[config.mk]
export PLATFORM = sky130hd
export DESIGN_NAME = azh_binner
export DESIGN_NICKNAME = d
export VERILOG_FILES = /design/src/azimuth_histogram_with_bin_offsets_assert.svh /design/src/azh_pkg.sv /design/src/azh_binner.sv
export SDC_FILE = /design/constraint.sdc
export NUM_CORES = 1
export LEC_CHECK = 0
export BUFFER_PORTS_ARGS = -buffer_cell sky130_fd_sc_hd__buf_2
export CAP_MARGIN = 20
export CORE_ASPECT_RATIO = 0.7
export CORE_UTILIZATION = 60
export CTS_CLUSTER_SIZE = 28
export DETAILED_ROUTE_END_ITERATION = 12
export PLACE_DENSITY = 0.81
export SLEW_MARGIN = 20
export SYNTH_ARGS = -nofsm -noshare
export SYNTH_HDL_FRONTEND = slang
export SYNTH_SLANG_ARGS = --single-unit
[constraint.sdc]
create_clock -name clk -period 6.8 [get_ports clk]
set_input_delay 0.34 -clock clk [delete_from_list [all_inputs] [get_ports clk]]
set_output_delay 0.34 -clock clk [all_outputs]
set_load 0.01 [all_outputs]
[src/azimuth_histogram_with_bin_offsets_assert.svh]
// Assertion macros for the azimuth histogram block.
// Used by the top level only; no other dependencies.
`ifndef AZIMUTH_HISTOGRAM_WITH_BIN_OFFSETS_ASSERT_SVH
`define AZIMUTH_HISTOGRAM_WITH_BIN_OFFSETS_ASSERT_SVH

// same-cycle implication
`define AZH_ASSERT_IMPL(label, clk, rst_n, ante, cons, msg) \
	label: assert property (@(posedge clk) disable iff (!rst_n) (ante) |-> (cons)) \
		else $error(msg);

// next-cycle implication
`define AZH_ASSERT_NEXT(label, clk, rst_n, ante, cons, msg) \
	label: assert property (@(posedge clk) disable iff (!rst_n) (ante) |=> (cons)) \
		else $error(msg);

`endif

[src/azh_pkg.sv]
// Shared types and constants for the azimuth histogram block.
// No dependencies.
`timescale 1ns / 1ps

package azh_pkg;

	localparam int FULL_TURN = 92160;
	localparam int HALF_TURN = 46080;

	localparam int ANG_W      = 17;
	localparam int POL_W      = 18;
	localparam int OFS_W      = 17;
	localparam int COUNT_W    = 32;
	localparam int SUM_W      = 48;
	localparam int MASK_W     = 8;
	localparam int HIST_W     = 4;
	localparam int RBIN_W     = 6;
	localparam int CFG_IDX_W  = 2;
	localparam int CFG_DATA_W = 18;

	localparam logic OP_EVENT = 1'b0;
	localparam logic OP_READ  = 1'b1;

	localparam logic [CFG_IDX_W-1:0] REG_POLAR_MIN      = 2'd0;
	localparam logic [CFG_IDX_W-1:0] REG_POLAR_MAX      = 2'd1;
	localparam logic [CFG_IDX_W-1:0] REG_AZIMUTH_ORIGIN = 2'd2;

	localparam logic signed [POL_W-1:0] POLAR_MIN_RST = -18'sd256;
	localparam logic signed [POL_W-1:0] POLAR_MAX_RST = 18'sd46336;
	localparam logic signed [ANG_W-1:0] ORIGIN_RST    = 17'sd0;

	localparam logic signed [SUM_W-1:0] SUM_MAX = {1'b0, {(SUM_W-1){1'b1}}};
	localparam logic signed [SUM_W-1:0] SUM_MIN = {1'b1, {(SUM_W-1){1'b0}}};

	typedef struct packed {
		logic signed [POL_W-1:0] polar_min;
		logic signed [POL_W-1:0] polar_max;
		logic signed [ANG_W-1:0] azimuth_origin;
	} cfg_t;

	typedef struct packed {
		logic        [COUNT_W-1:0] count;
		logic signed [SUM_W-1:0]   sum;
	} entry_t;

	typedef enum logic [2:0] {
		ST_CLEAR,
		ST_IDLE,
		ST_BIN,
		ST_FETCH,
		ST_MODIFY
	} state_t;

endpackage

[src/azh_binner.sv]
// Seven-stage event binner: polar cut, azimuth wrap, bin index and bin-center offset.
// Divisions by constants use reciprocal multiplies with one correction step.
// Depends on azh_pkg.
`timescale 1ns / 1ps

module azh_binner #(
	parameter int NUM_BINS = 64
) (
	input  logic                                clk,
	input  logic                                arst_n,
	input  logic                                start,
	input  logic                                event_ok,
	input  logic signed [azh_pkg::ANG_W-1:0]    polar_angle,
	input  logic signed [azh_pkg::ANG_W-1:0]    azimuth_angle,
	input  azh_pkg::cfg_t                       cfg,
	output logic                                done,
	output logic                                pass,
	output logic signed [azh_pkg::ANG_W-1:0]    wrapped_azimuth,
	output logic [$clog2(NUM_BINS)-1:0]         bin,
	output logic signed [azh_pkg::OFS_W-1:0]    delta
);

	localparam int FT  = azh_pkg::FULL_TURN;
	localparam int AW  = $clog2(NUM_BINS);
	localparam int XW  = $clog2(FT * NUM_BINS);
	localparam int RW  = $clog2(2 * FT);
	localparam int MW  = azh_pkg::ANG_W;
	localparam int SB  = XW + 18;
	localparam int RBW = XW + 2;
	localparam longint unsigned RB = (64'd1 << SB) / 64'(FT);
	localparam logic [RBW-1:0] RB_L = RBW'(RB);
	localparam int D   = 2 * NUM_BINS;
	localparam int K   = (FT + D - 1) / D;
	localparam int C   = NUM_BINS + K * D - FT;
	localparam int VW  = $clog2(2 * FT + 3 * NUM_BINS);
	localparam int SD  = VW + 1;
	localparam int RDW = SD - 1;
	localparam longint unsigned RD = (64'd1 << SD) / 64'(D);
	localparam logic [RDW-1:0] RD_L = RDW'(RD);

	logic                   vld_s1, vld_s2, vld_s3, vld_s4, vld_s5, vld_s6, vld_s7;
	logic                   pass_s1, pass_s2, pass_s3, pass_s4, pass_s5, pass_s6, pass_s7;
	logic [MW-1:0]          m_s1, m_s2, m_s3, m_s4, m_s5, m_s6, m_s7;
	logic [XW-1:0]          x_s2, x_s3;
	logic [AW-1:0]          q_s3, q_s4, b_s5, b_s6, b_s7;
	logic [RW-1:0]          r_s4;
	logic [VW-1:0]          v_s5, v_s6, dq_s6;
	logic signed [azh_pkg::OFS_W-1:0] delta_s7;

	logic signed [azh_pkg::POL_W-1:0] polar_ext;
	logic signed [azh_pkg::POL_W-1:0] diff;
	logic signed [azh_pkg::POL_W:0]   shifted;
	logic [MW-1:0]                    m_c;
	logic                             pass_c;
	logic [XW+RBW-1:0]                prod_b;
	logic                             rcorr;
	logic [MW-1:0]                    r_c;
	logic [VW+SD-1:0]                 prod_d;
	logic [VW-1:0]                    rem_c;
	logic signed [VW:0]               delta_c;
	logic signed [azh_pkg::POL_W-1:0] wrap_c;

	always_comb begin
		polar_ext = azh_pkg::POL_W'(polar_angle);
		diff = azh_pkg::POL_W'(azimuth_angle) - azh_pkg::POL_W'(cfg.azimuth_origin);
		shifted = (azh_pkg::POL_W+1)'(diff) + (azh_pkg::POL_W+1)'(azh_pkg::HALF_TURN);
		if (shifted < 0) begin
			m_c = MW'(shifted + (azh_pkg::POL_W+1)'(FT));
		end else if (shifted >= (azh_pkg::POL_W+1)'(FT)) begin
			m_c = MW'(shifted - (azh_pkg::POL_W+1)'(FT));
		end else begin
			m_c = MW'(shifted);
		end
		pass_c = event_ok && (polar_ext >= cfg.polar_min) && (polar_ext <= cfg.polar_max);

		prod_b = (XW+RBW)'(x_s2) * (XW+RBW)'(RB_L);

		rcorr = r_s4 >= RW'(FT);
		r_c = rcorr ? MW'(r_s4 - RW'(FT)) : MW'(r_s4);

		prod_d = (VW+SD)'(v_s5) * (VW+SD)'(RD_L);

		rem_c = v_s6 - VW'(dq_s6 * D);
		delta_c = (VW+1)'(dq_s6) + (VW+1)'(rem_c >= VW'(D)) - (VW+1)'(K);

		wrap_c = $signed({1'b0, m_s7}) - azh_pkg::POL_W'(azh_pkg::HALF_TURN);
	end

	always_ff @(posedge clk or negedge arst_n) begin
		if (!arst_n) begin
			vld_s1 <= 1'b0;
			vld_s2 <= 1'b0;
			vld_s3 <= 1'b0;
			vld_s4 <= 1'b0;
			vld_s5 <= 1'b0;
			vld_s6 <= 1'b0;
			vld_s7 <= 1'b0;
		end else begin
			vld_s1 <= start;
			vld_s2 <= vld_s1;
			vld_s3 <= vld_s2;
			vld_s4 <= vld_s3;
			vld_s5 <= vld_s4;
			vld_s6 <= vld_s5;
			vld_s7 <= vld_s6;
		end
	end

	always_ff @(posedge clk) begin
		if (start) begin
			pass_s1 <= pass_c;
			m_s1 <= m_c;
		end
		if (vld_s1) begin
			pass_s2 <= pass_s1;
			m_s2 <= m_s1;
			x_s2 <= XW'(m_s1 * NUM_BINS);
		end
		if (vld_s2) begin
			pass_s3 <= pass_s2;
			m_s3 <= m_s2;
			x_s3 <= x_s2;
			q_s3 <= AW'(prod_b >> SB);
		end
		if (vld_s3) begin
			pass_s4 <= pass_s3;
			m_s4 <= m_s3;
			q_s4 <= q_s3;
			r_s4 <= RW'(x_s3 - XW'(q_s3 * FT));
		end
		if (vld_s4) begin
			pass_s5 <= pass_s4;
			m_s5 <= m_s4;
			b_s5 <= q_s4 + AW'(rcorr);
			v_s5 <= VW'({r_c, 1'b0}) + VW'(C);
		end
		if (vld_s5) begin
			pass_s6 <= pass_s5;
			m_s6 <= m_s5;
			b_s6 <= b_s5;
			v_s6 <= v_s5;
			dq_s6 <= VW'(prod_d >> SD);
		end
		if (vld_s6) begin
			pass_s7 <= pass_s6;
			m_s7 <= m_s6;
			b_s7 <= b_s6;
			delta_s7 <= azh_pkg::OFS_W'(delta_c);
		end
	end

	assign done = vld_s7;
	assign pass = pass_s7;
	assign wrapped_azimuth = wrap_c[azh_pkg::ANG_W-1:0];
	assign bin = b_s7;
	assign delta = delta_s7;

endmodule

Word-level counts from Yosys, hierarchy flattened
Cells that the tools add are included.
- flip-flop bits (word level): 245
- latch bits: 0
- memory bits (writable): 0
- ROM bits: 0
- output and inout bits: 42
- word-level logic and storage cells: 56
- memories kept: 0
- add/sub/neg operators: 12
- multiply operators: 2
- div/mod/pow operators: 0
- magnitude comparators: 6
- equal/unequal tests: 0
- shift operators: 0
- mux-type cells: 3
- bitwise operators: 0
- reduce and logical (&&, ||, !) cells: 2
- operator list (operator ; count):
    $mux 17 ; 3
    $mul 17x25->41 const B ; 1
    $sub 18x18->18 ; 2
    $sub 17x17->17 const B ; 2
    $add 18x17->19 const B ; 1
    $ge 19x18->1 const B ; 1
    $lt 19x1->1 const B ; 1
    $add 18x7->18 const B ; 1
    $ge 17x18->1 ; 1
    $ge 18x17->1 const B ; 1
    $ge 18x8->1 const B ; 1
    $le 17x18->1 ; 1
    $sub 17x17->18 ; 1
    $add 17x17->17 const B ; 1
    $sub 17x16->17 const B ; 1
    $sub 12x10->13 const B ; 1
    $add 11x1->12 ; 1
    $mul 6x6->7 const B ; 1
    $add 6x1->6 ; 1
    $logic_and 1x1->1 ; 2

Logic depth before layout (Yosys ltp)
- depth in word-level cells: 5
- gate-level depth with buffers: 22

Worst setup path after synthesis
OpenSTA, ideal clock, no wires.
- path kind: register -> register
- start point: reg m_s2[15] (netlist name)
- end point: reg q_s3[4] (data pin)
- library setup time: 0.258 ns
- data arrival time: 5.622 ns
- data required time: 6.542 ns
- slack: 0.920 ns
- stages on the path, launching flop included: 21
- cell sequence: edfxtp_1 ha_1 inv_1 fa_1 fa_1 inv_1 fa_1 inv_1 fa_1 fa_1 inv_1 ha_1 a21o_1 a21o_1 a21o_1 a211o_1 a21oi_1 o22ai_1 o41ai_1 o21ba_2 xnor2_1
- RTL lines (what ; RTL line ; source):
    end signal, assigned ; azh_binner.sv:123 ; q_s3 <= AW'(prod_b >> SB);
    end, declared ; azh_binner.sv:45 ; logic [AW-1:0] q_s3, q_s4, b_s5, b_s6, b_s7;

==> results.json <==
{
  "fin_tns_setup_ns": 0,
  "grt_start_max_net_pins": 35,
  "tritoncts": "yes",
  "floorplan.die.width_um": 181,
  "stdcell_count": 1513,
  "drive_gt1_share_pct": 14.8,
  "run_status": "complete, no violations",
  "rsz_0062_raised_after_global_routing": "false",
  "cp_slowest_cell": "fa_1",
  "yosys_warn_count": 0,
  "clock_insertion_delay_worst_skew_ns": 0.43,
  "route.final.wire_length_mm": 24.4,
  "min-delay-path-class": "in -> async",
  "rr_worst_depth": 21,
  "fmaxAchievable_ghz": 0.165,
  "max_cap_viol_count": 0,
  "edff_count_synth": 184,
  "hold_ws_ns": 0.267,
  "floorplan.die.height_um": 127,
  "grt_pass1_wl_mm": 40.0,
  "largest_clock_skew_in_the_final_design_ns": 0.0115,
  "max_stage_delay_ns": 0.56,
  "async_flop_share_pct": 3.66,
  "post-cts-setup-buffers": 0,
  "synth.ff_latch_count": 191,
  "ant_nets": 0,
  "netlist_top_cells_area": "edfxtp_1, ha_1, fa_1",
  "cp-start-kind": "flip-flop",
  "path_clk_slew_ns": 0.08,
  "dr_total_vias": 8049,
  "cell_at_the_root_of_the_clock_tree": "clkbuf_16",
  "route.top_layer_used": "met4",
  "yosys-top-cells-count": "inv_1, ha_1, edfxtp_1, fa_1, xnor2_1",
  "syn-num-nets": 1483,
  "cpMostUsedCell": "fa_1",
  "synthToLayoutAreaGrowth_pct": 11.4,
  "final_cycle_utilization_of_the_critical_path_pct": 89.3,
  "cts_hold_repair.buffers": 1,
  "finalHoldViolCount": 0,
  "start_util_pct": 61.4,
  "worstPathCellList": "ha_1 -> inv_1 -> fa_1 -> fa_1 -> inv_1 -> fa_1 -> inv_1 -> fa_1 -> fa_1 -> inv_1 -> ha_1 -> a21o_1 -> a21o_1 -> a21o_1 -> a211o_1 -> a21oi_1 -> o22ai_1 -> o41ai_1 -> buf_4 -> o21ba_2 -> xnor2_1",
  "tightest_slew_ns": 0.854,
  "finalSetupViolCount": 0,
  "timing.rr.start": "m_s2[15]",
  "wl_per_cell_um": 16.2,
  "grt_antenna_before_repair": 0,
  "buffer_ports.inserted": 132,
  "criticalPathCategory": "reg -> reg",
  "cts-buffers-inserted": 17,
  "reg2reg_to": "q_s3[4]",
  "cts_repair_resize_count": 0,
  "die-area_um2": 22900,
  "timing.final.crit_period_ns": 6.08,
  "synth_most_common_cell": "inv_1",
  "critical_path.endpoint_type": "flip-flop",
  "critical_path_arrival_ns": 6.26,
  "firstDrtPassIters": 5,
  "reg2reg_slack_ns": 0.72,
  "drt_iter0_markers": 450,
  "drt-met1-wl_mm": 11.6,
  "postSynth.topFlopCell": "edfxtp_1",
  "worst-path-max-fanout": 6,
  "gpl.final_weighted_congestion": 0.947,
  "critical-path-top-delay-family": "adder cells",
  "post-synth-top-area-fraction_pct": 41.3,
  "fill_cells": 1577,
  "yosys.area.top_type": "edfxtp_1",
  "cp_num_buf_inv": 5,
  "num_io_pins": 133,
  "synth_cells": 1083,
  "syn-mean-instance-area_um2": 12.4,
  "slew_viol_final": 0,
  "first_global_vias": 7914,
  "global_route.overflow_total": 0,
  "syn_area_um2": 13400,
  "yosysSeqAreaShare_pct": 42.6,
  "wire_length_on_met3_mm": 1.63,
  "wl_met2_mm": 11.1,
  "max-slew-margin-rel_pct": 43.1,
  "rows": 45,
  "post-place-ws_ns": 0.736,
  "clock_sink_count": 191,
  "antenna-diode-count": 0,
  "drc_errors": 0,
  "nNetsFinal": 1618,
  "cts_max_level": 4,
  "setup_slack_after_layout_ns": 0.724,
  "all_layer_gr_usage_pct": 23.0,
  "post_synth_num_cell_types": 63,
  "cp_data_required_time_ns": 6.98,
  "routed_via_density": 5.32,
  "detailed_place_hpwl_mm": 20.5,
  "ctsLongestPathBuffers": 2,
  "place.detailed.instances": 1480,
  "core_area_um2": 21800
}
layout make-up:
class	count	area, µm²	area share [%]
clock buffer	17	425	2.85
tap	282	353	2.37
inverter	258	971	6.51
sequential	191	5710	38.3
timing repair buffer	135	693	4.65
clock inverter	15	191	1.28
multi-input combinational	615	6580	44.1
layout by cell type (no fill, tap or decap), types with 10 or more instances in the layout:
master	Yosys	routed
inv_1	257	257
ha_1	218	218
edfxtp_1	184	184
buf_2	0	132
fa_1	91	91
xnor2_1	35	35
nor2_1	32	32
a21oi_1	31	31
nand2_1	21	21
o21ai_0	21	21
xor2_1	18	18
a21o_1	17	17
clkbuf_16	0	17
o21a_1	13	13
nand4_1	10	10
per-layer routing:
layer / vias up / global-route usage, %
met3: 19 / 4.96
met1: 3869 / 32.7
li1: 3936 / -
met4: 0 / 4.98
met5: - / 0
met2: 225 / 36.6
cells by family after synthesis:
logic type               Yosys count  synth area share, %
multiplexers                       1               0.0748
buffers and inverters            277                 8.29
AO/OA/AOI/OAI                    133                 7.03
adder cells (fa/ha/maj)          309                 34.0
AND/OR/NAND/NOR                  119                 4.57
XOR/XNOR                          53                 3.47
flip-flops                       191                 42.6
worst max path at each step:
| stage | startpoint | end | slack, ns | depth (start not counted) |
|---|---|---|---|---|
| after global placement | m_s2[15] | q_s3[4] | 0.84 | 21 |
| after global routing | m_s2[16] | q_s3[4] | 0.42 | 21 |
| after floorplan | m_s2[15] | q_s3[4] | 0.92 | 20 |
| final | m_s2[15] | q_s3[4] | 0.72 | 21 |
| after detailed placement | m_s2[15] | q_s3[4] | 0.74 | 21 |
| after CTS | m_s2[15] | q_s3[4] | 0.73 | 21 |
per-stage QoR:
stage | area [µm²] | util (%)
CTS | 14900 | 68.4
global route | 14900 | 68.5
detailed placement | 14300 | 65.6
finish | 14900 | 68.5
global placement | 14300 | 65.5
floorplan | 13400 | -
worst reg2reg max path: cells and delay by family, from the launching register on:
kind,cells,cell delay [ns]
fa+ha+maj,7,3.26
compound gates,8,1.57
flops,1,0.50
buf+inv,5,0.44
xor+xnor,1,0.07
flip-flops by register name, indices dropped and copies added, names as in the netlist, 13 cells and up:
signal / cells
m_s5: 17
m_s6: 17
m_s2: 17
m_s4: 17
m_s7: 13
delta: 13
m_s1: 17
x_s3: 17
Power is not shown: default switching activity piles up to over one toggle a cycle in this logic, so the estimate is an artifact.
