==> src/azimuth_histogram_with_bin_offsets_assert.svh <==
// Assertion macros for the azimuth histogram block.
// Used by the top level only; no other dependencies.
`ifndef AZIMUTH_HISTOGRAM_WITH_BIN_OFFSETS_ASSERT_SVH
`define AZIMUTH_HISTOGRAM_WITH_BIN_OFFSETS_ASSERT_SVH

// same-cycle implication
`define AZH_ASSERT_IMPL(label, clk, rst_n, ante, cons, msg) \
	label: assert property (@(posedge clk) disable iff (!rst_n) (ante) |-> (cons)) \
		else $error(msg);

// next-cycle implication
`define AZH_ASSERT_NEXT(label, clk, rst_n, ante, cons, msg) \
	label: assert property (@(posedge clk) disable iff (!rst_n) (ante) |=> (cons)) \
		else $error(msg);

`endif

==> src/azh_pkg.sv <==
// Shared types and constants for the azimuth histogram block.
// No dependencies.
`timescale 1ns / 1ps

package azh_pkg;

	localparam int FULL_TURN = 92160;
	localparam int HALF_TURN = 46080;

	localparam int ANG_W      = 17;
	localparam int POL_W      = 18;
	localparam int OFS_W      = 17;
	localparam int COUNT_W    = 32;
	localparam int SUM_W      = 48;
	localparam int MASK_W     = 8;
	localparam int HIST_W     = 4;
	localparam int RBIN_W     = 6;
	localparam int CFG_IDX_W  = 2;
	localparam int CFG_DATA_W = 18;

	localparam logic OP_EVENT = 1'b0;
	localparam logic OP_READ  = 1'b1;

	localparam logic [CFG_IDX_W-1:0] REG_POLAR_MIN      = 2'd0;
	localparam logic [CFG_IDX_W-1:0] REG_POLAR_MAX      = 2'd1;
	localparam logic [CFG_IDX_W-1:0] REG_AZIMUTH_ORIGIN = 2'd2;

	localparam logic signed [POL_W-1:0] POLAR_MIN_RST = -18'sd256;
	localparam logic signed [POL_W-1:0] POLAR_MAX_RST = 18'sd46336;
	localparam logic signed [ANG_W-1:0] ORIGIN_RST    = 17'sd0;

	localparam logic signed [SUM_W-1:0] SUM_MAX = {1'b0, {(SUM_W-1){1'b1}}};
	localparam logic signed [SUM_W-1:0] SUM_MIN = {1'b1, {(SUM_W-1){1'b0}}};

	typedef struct packed {
		logic signed [POL_W-1:0] polar_min;
		logic signed [POL_W-1:0] polar_max;
		logic signed [ANG_W-1:0] azimuth_origin;
	} cfg_t;

	typedef struct packed {
		logic        [COUNT_W-1:0] count;
		logic signed [SUM_W-1:0]   sum;
	} entry_t;

	typedef enum logic [2:0] {
		ST_CLEAR,
		ST_IDLE,
		ST_BIN,
		ST_FETCH,
		ST_MODIFY
	} state_t;

endpackage

==> src/azh_acc.sv <==
// Saturating update of one histogram entry: count plus one, sum plus offset.
// Depends on azh_pkg.
`timescale 1ns / 1ps

module azh_acc (
	input  azh_pkg::entry_t                    cur,
	input  logic signed [azh_pkg::OFS_W-1:0]   delta,
	output azh_pkg::entry_t                    nxt
);

	logic signed [azh_pkg::SUM_W:0] sum_wide;

	always_comb begin
		sum_wide = (azh_pkg::SUM_W+1)'(cur.sum) + (azh_pkg::SUM_W+1)'(delta);
		nxt.count = (cur.count == '1) ? cur.count : cur.count + 32'd1;
		if (sum_wide[azh_pkg::SUM_W] != sum_wide[azh_pkg::SUM_W-1]) begin
			nxt.sum = sum_wide[azh_pkg::SUM_W] ? azh_pkg::SUM_MIN : azh_pkg::SUM_MAX;
		end else begin
			nxt.sum = sum_wide[azh_pkg::SUM_W-1:0];
		end
	end

endmodule

==> config.mk <==
export PLATFORM = sky130hd
export DESIGN_NAME = azh_acc
export DESIGN_NICKNAME = d
export VERILOG_FILES = /design/src/azimuth_histogram_with_bin_offsets_assert.svh /design/src/azh_pkg.sv /design/src/azh_acc.sv
export SDC_FILE = /design/constraint.sdc
export NUM_CORES = 1
export LEC_CHECK = 0
export BUFFER_PORTS_ARGS = -buffer_cell sky130_fd_sc_hd__buf_2
export CAP_MARGIN = 5
export CORE_ASPECT_RATIO = 0.9
export CORE_MARGIN = 4
export CORE_UTILIZATION = 45
export DETAILED_ROUTE_END_ITERATION = 8
export PLACE_DENSITY_LB_ADDON = 0.12
export SYNTH_ARGS = -nofsm -noshare
export SYNTH_HDL_FRONTEND = slang
export SYNTH_SLANG_ARGS = --single-unit
==> constraint.sdc <==
create_clock -name vclk -period 3.5
set_input_delay 0.7 -clock vclk [all_inputs]
set_output_delay 0.7 -clock vclk [all_outputs]
set_load 0.01 [all_outputs]
==> reports/metrics.yaml, run 1 <==
outcome: "did not finish"
stop_stage: "global routing (5_1_grt)"
error: "[ERROR GRT-0232] Routing congestion too high. Check the congestion heatmap in the GUI."
place_area_sq_um: 6570
yosysWarnings: 0
synth_common_cells: "90 x a21oi_1, 55 x nand2_1, 49 x ha_1, 49 x xnor2_1, 44 x nor2_1"
worstEndpointType: "top-level output"
start_util: 0.465
grt-worst-endpoint: "nxt[2]"
yosys.area.top_type: "ha_1"
synth_most_common_cell: "a21oi_1"
num_io_pins: 177
ys_seq_area_frac: 0
gp_congestion: 0.990
synth_fp_nets: 724
netlist_instances: 577
grt_usage: 0.944
gr-total-overflow: 875
avgSynthCellArea_sq_um: 6.53
syn-cell-area_sq_um: 3770
synth_top_area_share: 0.163
yosys-top-cells-area: "ha_1 16%, a21oi_1 12%, xnor2_1 11%"
port_buffers: 177
grt_max_degree: 12
synth_cell_types: 59
row_count: 31
die_w_um: 104
dpl.hpwl_mm: 13.5
die_y_um: 94.8
through the flow:
stage	cells	setup WS, ns	utilization	TNS [ns]
4_1_cts	1032	-0.503	0.934	-21.37
2_1_floorplan	577	-0.151	-	-5.65
3_3_place_gp	1000	-0.665	0.811	-26.52
3_5_place_dp	1000	-0.857	0.811	-30.47
metal layers:
metal / GRT overflow / global-route usage
met1: 3 / 0.814
met2: 670 / 1.33
met3: 4 / 0.662
met4: 198 / 1.12
met5: 0 / 0.179
what timing repair did:
action                                  in CTS
buffers inserted                            27
endpoints found under the setup margin      50
hold buffers                                 0
gates resized for setup                    108
pin swaps                                   38
endpoints found under the hold margin        0
gates cloned                                 7
cells by family after synthesis:
logic type	count (synthesis)	share of synthesized area
adders and majority gates	53	0.176
AOI/OAI and AO/OA	214	0.342
and+or+nand+nor	185	0.250
muxes	3	0.00864
buffers and inverters	50	0.0568
xor gates and xnor gates	72	0.167
==> inputs of run 2 (changes only) <==
--- a/config.mk
+++ b/config.mk
@@ -7,11 +7,10 @@
 export LEC_CHECK = 0
 export BUFFER_PORTS_ARGS = -buffer_cell sky130_fd_sc_hd__buf_2
 export CAP_MARGIN = 5
-export CORE_ASPECT_RATIO = 0.9
 export CORE_MARGIN = 4
-export CORE_UTILIZATION = 45
+export CORE_UTILIZATION = 40
 export DETAILED_ROUTE_END_ITERATION = 8
-export PLACE_DENSITY_LB_ADDON = 0.12
+export PLACE_DENSITY_LB_ADDON = 0.15
 export SYNTH_ARGS = -nofsm -noshare
 export SYNTH_HDL_FRONTEND = slang
 export SYNTH_SLANG_ARGS = --single-unit
==> constraint.sdc (replaced) <==
create_clock -name vclk -period 4.55
set_input_delay 0.91 -clock vclk [all_inputs]
set_output_delay 0.91 -clock vclk [all_outputs]
set_load 0.01 [all_outputs]
==> run 2 against run 1 <==
The run now ends clean. Synthesized area did not move. Synthesized cell count did not move.
==> reports/metrics.yaml, run 2 <==
outcome: "finished, final reports clean"  # was did not finish
critical_path_class: "in2out"
synthMuxAreaShare: 0.00864  # unchanged
viasPerCell: 5.45
synth_top_area_share: 0.163  # unchanged
hold_violations: 0
switchingPower_uw: 633
syn-cell-area_sq_um: 3770  # unchanged
finalSetupViolCount: 0
nFillCells: 860
min_path_type: "in2out"
gr-total-overflow: 0
use_met2: 0.452
cts_hold_buf: 0  # unchanged
worstMarginPinSlew_ns: 0.701
synthAdderAreaFrac: 0.176  # unchanged
crit_start: "delta[16]"
rsz0062_at_grt: "true"
core_area_sq_um: 9200
synth_common_cells: "90 x a21oi_1, 55 x nand2_1, 49 x ha_1, 49 x xnor2_1, 44 x nor2_1"  # unchanged
final_common_cell: "buf_2"
die_y_um: 105  # was 94.8 um
grt_pass1_vias: 5164
leakagePower_uw: 0.00287
seq_cells: 0
yosys.area_share.xor_xnor: 0.167  # unchanged
slowest_delay_ns: 0.39
detail_route.iter0.violations: 232
dr_total_vias: 5239
max_freq_ghz: 0.224
met3_usage: 0.0222
row_count: 35  # was 31
netlist_instances: 577  # unchanged
relSlewSlack: 0.529
yosys.area.top_type: "ha_1"  # unchanged
fin_tns_setup_ns: 0
crit_required_ns: 3.64
peakVddDrop_v: 0.000134
cp_max_fo: 14
power.density_nw_per_um2: 195
critical_path_buf_inv_count: 7
min_period_ns: 4.47
grt_max_degree: 23
grt_pass1_wl_mm: 23.4
fin_util: 0.678
synth_cell_types: 59  # unchanged
synth_most_common_cell: "a21oi_1"  # unchanged
slew_violations: 0
drive_gt1_frac: 0.465
final-seq-area_sq_um: 0
finalWirelength_mm: 14.9
avgRoutedWirePerCell_um: 15.5
yosys-top-cells-area: "ha_1 16%, a21oi_1 12%, xnor2_1 11%"  # unchanged
internal_power_uw: 581
post-route-drc-count: 0
gp_congestion: 0.899  # was 0.990
firstDrtPassIters: 5
place_area_sq_um: 5500  # was 6570 sq um
die_area_sq_um: 11000
critPathTopFamily: "buffers and inverters"
grtUsageMet1: 0.306
power_frac_comb: 1.000
avgSynthCellArea_sq_um: 6.53  # unchanged
synth-compound-area-share: 0.342  # unchanged
nets: 1000
final_area_sq_um: 6240
dpl.hpwl_mm: 12.2  # was 13.5 mm
num_io_pins: 177  # unchanged
n_antenna_cell: 0
end_kind: "output port"
areaGrowthSynthToFinish_pct: 65.6
die_w_um: 105  # was 104 um
crit_chain: "buf_6 > buf_12 > buf_8 > buf_4 > ha_2 > nand2_1 > or3_4 > a211oi_4 > a211oi_4 > buf_6 > nor2_4 > buf_8 > o21ai_1 > buf_2"
port_buffers: 177  # unchanged
pwr-share-seq: 0
synth-simple-area-share: 0.250  # unchanged
cp_slowest_cell: "ha_2"
swShare: 0.521
top_usage_layer: "met2"
grt_usage: 0.243
drv_cap: 0
worstSetupStartpointType: "input port"
synth_top_family_by_area: "compound AO/OA/AOI/OAI gates"  # unchanged
start_util: 0.410  # was 0.465
antenna_left: 0
synth_fp_nets: 724  # unchanged
arrival_ns: 3.56
nClkBuffers: 0
hold_start: "cur[58]"
mostFrequentLayoutCells: "176 x buf_2, 110 x buf_4, 65 x a21oi_1"
antenna_found_initial: 0
yosysWarnings: 0  # unchanged
clkPwrFrac: 0
finalCritPeriodShare: 0.983
ys_seq_area_frac: 0  # unchanged
-- run 2: cell counts after synthesis --
Identical to the previous run, type by type.
-- run 2: cell families (layout without fill, tap and decap cells) --
group | Yosys count | count (layout)
fa+ha+maj | 53 | 53
simple gates | 185 | 186
mux | 3 | 3
compound gates | 214 | 214
buf+inv | 50 | 323
xor+xnor | 72 | 72
-- run 2: worst paths after layout --
check / endpoint / slack, ns / cells past startpoint
worst min-delay path: nxt[58] / 2.11 / 3
worst max-delay path: nxt[7] / 0.08 / 14
-- run 2: power by group through the flow --
stage	Clock (uW)	Combinational (uW)	Sequential (uW)
final	0	1210	0
after detailed placement	0	1020	0
after CTS	0	1070	0
after floorplan	0	564	0
after global routing	0	1320	0
after global placement	0	1010	0
-- run 2: metal layers --
metal | vias up | share of wire
li1 | 2666 | -
met1 | 2378 | 0.43
met2 | 173 | 0.50
met3 | 22 | 0.051
met4 | 0 | 0.018
met5 | - | 0
-- run 2: cell type report --
class	count	area (sq um)	share of cell area
Inverter	21	78.8	0.0126
Multi-Input combinational cell	528	4040	0.648
Tap cell	111	139	0.0223
Timing Repair Buffer	302	1980	0.317
-- run 2: through the flow --
step	setup WS, ns	power, uW	hold WS, ns	instances
floorplan	0.265	564	1.90	577
global placement	-0.197	1010	2.10	944
detailed placement	-0.206	1020	2.11	944
CTS	0.00779	1070	2.11	953
global route	-0.0759	1320	2.13	962
finish	0.0787	1210	2.11	962
-- run 2: what timing repair did --
item | 4_1_cts | 5_1_grt
buffers inserted | 7 | 5
endpoints found under the setup margin | 45 | 47
gates resized for setup | 27 | 96
pin swaps | 11 | 13
cloned | 2 | 4
Power figures use the tool's default switching activity.
==> inputs of run 3 (changes only) <==
--- a/config.mk
+++ b/config.mk
@@ -6,11 +6,11 @@
 export NUM_CORES = 1
 export LEC_CHECK = 0
 export BUFFER_PORTS_ARGS = -buffer_cell sky130_fd_sc_hd__buf_2
-export CAP_MARGIN = 5
 export CORE_MARGIN = 4
 export CORE_UTILIZATION = 40
 export DETAILED_ROUTE_END_ITERATION = 8
-export PLACE_DENSITY_LB_ADDON = 0.15
+export MAX_ROUTING_LAYER = met4
+export PLACE_DENSITY = 0.71
 export SYNTH_ARGS = -nofsm -noshare
 export SYNTH_HDL_FRONTEND = slang
 export SYNTH_SLANG_ARGS = --single-unit
==> run 3 against run 2 <==
Sequential share of layout area did not move. Global-route usage is 0.45 points lower. Via count down 2.9%. Combinational power is 12% lower. Highest routed layer unchanged. Hold slack lost 0.0054 ns. Final cell count decreased by 4.6%. Sequential cell count did not move. Critical path depth is 1 higher. Clock-buffer cell count did not move. Routed wire length decreased by 4.8%. Total power is 12% lower.
==> reports/metrics.yaml, run 3 (synthesis results as in run 2) <==
outcome: "finished, final reports clean"  # unchanged
areaGrowthSynthToFinish_pct: 48.4  # was 65.6%
end_kind: "output port"  # unchanged
final-seq-area_sq_um: 0  # unchanged
drv_cap: 0  # unchanged
rsz0062_at_grt: "true"  # unchanged
slowest_delay_ns: 0.37  # was 0.39 ns
dpl.hpwl_mm: 12.0  # was 12.2 mm
arrival_ns: 3.55  # was 3.56 ns
critical_path_class: "in2out"  # unchanged
hold_depth: 3  # unchanged
nFillCells: 870  # was 860
mostFrequentLayoutCells: "176 x buf_2, 78 x a21oi_1, 76 x buf_4"  # was 176 x buf_2, 110 x buf_4, 65 x a21oi_1
grt_pass1_wl_mm: 22.5  # was 23.4 mm
nClkBuffers: 0  # unchanged
final_area_sq_um: 5590  # was 6240 sq um
finalWirelength_mm: 14.2  # was 14.9 mm
nets: 956  # was 1,000
cts_hold_buf: 0  # unchanged
num_io_pins: 177  # unchanged
worstSetupStartpointType: "input port"  # unchanged
min_path_type: "in2out"  # unchanged
internal_power_uw: 486  # was 581 uW
final_common_cell: "buf_2"  # unchanged
crit_required_ns: 3.64  # about the same
leakagePower_uw: 0.00262  # was 0.00287 uW
port_buffers: 177  # unchanged
hold_end: "nxt[58]"  # unchanged
antenna_found_initial: 0  # unchanged
clkPwrFrac: 0  # about the same
cp_max_fo: 15  # was 14
die_y_um: 105  # unchanged
swShare: 0.544  # was 0.521
finalCritPeriodShare: 0.981  # was 0.983
fin_util: 0.608  # was 0.678
seq_cells: 0  # unchanged
grt_max_degree: 22  # was 23
switchingPower_uw: 580  # was 633 uW
power_frac_comb: 1.000  # about the same
grt_pass1_vias: 4958  # was 5,164
start_util: 0.410  # unchanged
gp_congestion: 0.964  # was 0.899
viasPerCell: 5.54  # was 5.45
die_w_um: 105  # unchanged
drive_gt1_frac: 0.393  # was 0.465
peakVddDrop_v: 0.000155  # was 0.000134 V
core_area_sq_um: 9200  # unchanged
grt_usage: 0.239  # was 0.243
relSlewSlack: 0.551  # was 0.529
firstDrtPassIters: 4  # was 5
place_area_sq_um: 5220  # was 5500 sq um
antenna_left: 0  # unchanged
hold_start: "cur[58]"  # unchanged
detail_route.iter0.violations: 229  # was 232
fin_tns_setup_ns: 0  # unchanged
gr-total-overflow: 0  # unchanged
post-route-drc-count: 0  # unchanged
crit_chain: "buf_2 > ha_2 > inv_1 > fa_1 > nand2b_1 > a21oi_2 > o211ai_1 > nand2_1 > a31oi_2 > o21ai_2 > a31o_4 > nor2_4 > buf_12 > o31ai_1 > buf_2"  # was buf_6 > buf_12 > buf_8 > buf_4 > ha_2 > nand2_1 > or3_4 > a211oi_4 > a211oi_4 > buf_6 > nor2_4 > buf_8 > o21ai_1 > buf_2
power.density_nw_per_um2: 191  # was 195 nW/um^2
cp_slowest_cell: "fa_1"  # was ha_2
n_antenna_cell: 0  # unchanged
max_freq_ghz: 0.224  # about the same
avgRoutedWirePerCell_um: 15.5  # about the same
hold_violations: 0  # unchanged
pwr-share-seq: 0  # about the same
slew_violations: 0  # unchanged
dr_total_vias: 5088  # was 5,239
die_area_sq_um: 11000  # unchanged
finalSetupViolCount: 0  # unchanged
crit_path_frequent_cell: "buf_2"
worstMarginPinSlew_ns: 0.668  # was 0.701 ns
power_uw: 1070  # was 1210 uW
min_period_ns: 4.46  # was 4.47 ns
row_count: 35  # unchanged
[run 3: changes by cell type in the layout (fill, tap and decap cells not counted), moves of 7 or more]
cell	before	now
o21ai_0	25	35
a21oi_2	25	13
buf_4	110	76
ha_1	32	39
a21oi_1	65	78
o21ai_1	20	10
[run 3: what timing repair did]
item | CTS | global route
buffers inserted | 0 | 7
gates cloned | 0 | 1
setup endpoints to repair | 45 | 47
pin swaps | 3 | 18
resized for setup | 15 | 45
[run 3: layout make-up]
type	instances	area, sq um	share of cell area
repair buffers	259	1560	0.278
well taps	111	139	0.0248
inverters	21	78.8	0.0141
multi-input cells	527	3810	0.683
[run 3: worst max-delay path: cells and delay by family]
family          cells  cell delay (ns)
simple gates        3             0.40
fa+ha+maj           2             0.57
buf+inv             4             0.46
compound gates      6             1.20
[run 3: how the worst max path moves through the flow]
stage | slack (ns) | end | start | cells after the start
final | 0.09 | nxt[13] | cur[0] | 15
after floorplan | 0.26 | nxt[18] | cur[0] | 14
after CTS | -0.002 | nxt[6] | delta[16] | 14
after detailed placement | -0.16 | nxt[6] | delta[16] | 14
after global placement | -0.10 | nxt[27] | delta[16] | 14
after global routing | -0.01 | nxt[13] | cur[0] | 15
[run 3: stage by stage]
stage / setup WS [ns] / hold WS (ns) / std cells
after global routing: -0.0134 / 2.12 / 918
after CTS: -0.00187 / 2.10 / 910
after detailed placement: -0.159 / 2.10 / 910
after floorplan: 0.265 / 1.90 / 577
after global placement: -0.102 / 2.10 / 910
final: 0.0876 / 2.10 / 918
[run 3: power by group through the flow]
stage          sequential (uW)  combinational, uW  clock (uW)
2_1_floorplan                0                564           0
3_3_place_gp                 0                969           0
3_5_place_dp                 0                977           0
4_1_cts                      0               1000           0
5_1_grt                      0               1160           0
6_report                     0               1070           0
[run 3: layer usage]
layer | global-route usage | wire [um]
met1 | 0.311 | 6220
met2 | 0.412 | 6980
met3 | 0.0222 | 861
met4 | 0.0319 | 138
met5 | - | 0
==> inputs of run 4 (changes only) <==
--- a/config.mk
+++ b/config.mk
@@ -5,12 +5,12 @@
 export SDC_FILE = /design/constraint.sdc
 export NUM_CORES = 1
 export LEC_CHECK = 0
-export BUFFER_PORTS_ARGS = -buffer_cell sky130_fd_sc_hd__buf_2
 export CORE_MARGIN = 4
 export CORE_UTILIZATION = 40
 export DETAILED_ROUTE_END_ITERATION = 8
+export DONT_BUFFER_PORTS = 1
 export MAX_ROUTING_LAYER = met4
-export PLACE_DENSITY = 0.71
+export PLACE_DENSITY = 0.55
 export SYNTH_ARGS = -nofsm -noshare
 export SYNTH_HDL_FRONTEND = slang
 export SYNTH_SLANG_ARGS = --single-unit
==> run 4 against run 3 <==
Hold slack worse by 0.20 ns. Critical endpoint is now nxt[34]. Routed wire length is 8.7% lower. Sequential share of layout area stayed put. Combinational power is 7% lower. Global-route usage is 2.0 points lower. Critical path type unchanged. Highest routed layer unchanged.
==> reports/metrics.yaml, run 4 (synthesis results as in run 2) <==
post-route-drc-count: 0  # unchanged
firstDrtPassIters: 4  # unchanged
grt_pass1_vias: 4476  # was 4,958
outcome: "finished, final reports clean"  # unchanged
min_path_type: "in2out"  # unchanged
max_freq_ghz: 0.225  # was 0.224 GHz
port_buffers: 0  # was 177
cts_hold_buf: 0  # unchanged
grt_usage: 0.219  # was 0.239
worstMarginPinSlew_ns: 0.754  # was 0.668 ns
nClkBuffers: 0  # unchanged
mostFrequentLayoutCells: "113 x buf_4, 87 x a21oi_1, 55 x nand2_1"  # was 176 x buf_2, 78 x a21oi_1, 76 x buf_4
gp_congestion: 0.956  # was 0.964
crit_chain: "ha_1 > o211ai_1 > o211ai_1 > a21oi_2 > a211oi_1 > o211ai_1 > buf_4 > a211oi_1 > buf_4 > a211oi_4 > buf_4 > nor2_4 > a21oi_1 > buf_4"  # was buf_2 > ha_2 > inv_1 > fa_1 > nand2b_1 > a21oi_2 > o211ai_1 > nand2_1 > a31oi_2 > o21ai_2 > a31o_4 > nor2_4 > buf_12 > o31ai_1 > buf_2
final_common_cell: "buf_4"  # was buf_2
critical_path_class: "in2out"  # unchanged
critPathTopFamily: "compound AO/OA/AOI/OAI gates"  # unchanged
antenna_left: 0  # unchanged
slowest_delay_ns: 0.35  # was 0.37 ns
areaGrowthSynthToFinish_pct: 26.2  # was 48.4%
n_antenna_cell: 0  # unchanged
rsz0062_at_grt: "true"  # unchanged
power.density_nw_per_um2: 210  # was 191 nW/um^2
num_io_pins: 177  # unchanged
relSlewSlack: 0.494  # was 0.551
gr-total-overflow: 0  # unchanged
crit_path_frequent_cell: "buf_4"  # was buf_2
slew_violations: 0  # unchanged
seq_cells: 0  # unchanged
cp_max_fo: 11  # was 15
die_area_sq_um: 11000  # unchanged
die_w_um: 105  # unchanged
drive_gt1_frac: 0.214  # was 0.393
power_uw: 997  # was 1070 uW
nFillCells: 948  # was 870
finalWirelength_mm: 13.0  # was 14.2 mm
drv_cap: 0  # unchanged
antenna_found_initial: 0  # unchanged
place_area_sq_um: 4610  # was 5220 sq um
detail_route.iter0.violations: 239  # was 229
crit_required_ns: 3.64  # about the same
start_util: 0.410  # unchanged
end_kind: "output port"  # unchanged
leakagePower_uw: 0.00206  # was 0.00262 uW
holdWs_ns: 1.91  # was 2.10 ns
min_period_ns: 4.45  # was 4.46 ns
hold_violations: 0  # unchanged
nets: 816  # was 956
grt_max_degree: 33  # was 22
grt_pass1_wl_mm: 20.6  # was 22.5 mm
core_area_sq_um: 9200  # unchanged
cp_slowest_cell: "ha_1"  # was fa_1
critical_path_buf_inv_count: 4  # unchanged
peakVddDrop_v: 0.000149  # was 0.000155 V
worstSetupStartpointType: "input port"  # unchanged
row_count: 35  # unchanged
fin_util: 0.517  # was 0.608
dr_total_vias: 4567  # was 5,088
fin_tns_setup_ns: 0  # unchanged
finalCritPeriodShare: 0.978  # was 0.981
viasPerCell: 5.87  # was 5.54
avgRoutedWirePerCell_um: 16.7  # was 15.5 um
final_area_sq_um: 4750  # was 5590 sq um
die_y_um: 105  # unchanged
dpl.hpwl_mm: 10.7  # was 12.0 mm
final-seq-area_sq_um: 0  # unchanged
finalSetupViolCount: 0  # unchanged
arrival_ns: 3.54  # was 3.55 ns
==> run 4: final cells by class <==
| type | count | area, sq um | share of cell area |
|---|---|---|---|
| timing repair buffer | 116 | 900 | 0.189 |
| inverter | 21 | 78.8 | 0.0166 |
| tap | 111 | 139 | 0.0292 |
| multi-input combinational | 530 | 3640 | 0.765 |
==> run 4: layer usage <==
layer  vias to the layer above  track usage  share of wire
met3                        16       0.0216          0.058
li1                       2300            -              -
met5                         -            -              0
met4                         0       0.0262          0.014
met2                       166        0.364           0.46
met1                      2085        0.295           0.47
==> run 4: repair_timing <==
| action | 4_1_cts | 5_1_grt |
|---|---|---|
| gates resized for setup | 5 | 12 |
| pin swaps | 3 | 8 |
| buffers inserted | 3 | 3 |
| endpoints found under the setup margin | 44 | 44 |
| gates cloned | 1 | 2 |
==> run 4: final timing paths <==
check / startpoint / end / cells past startpoint
worst max-delay path: cur[4] / nxt[34] / 14
worst min-delay path: cur[54] / nxt[54] / 1
==> run 4: per-stage QoR <==
| stage | setup slack, ns | cells |
|---|---|---|
| 5_1_grt | -0.0268 | 778 |
| 4_1_cts | -0.0335 | 773 |
| 3_5_place_dp | -0.303 | 769 |
| 3_3_place_gp | -0.241 | 769 |
| 2_1_floorplan | 0.265 | 577 |
| 6_report | 0.0999 | 778 |
==> run 4: power by group <==
part           switching, uW  internal [uW]  total, uW
Clock                      0              0          0
Combinational            536            461        997
Sequential                 0              0          0
Total                    536            461        997
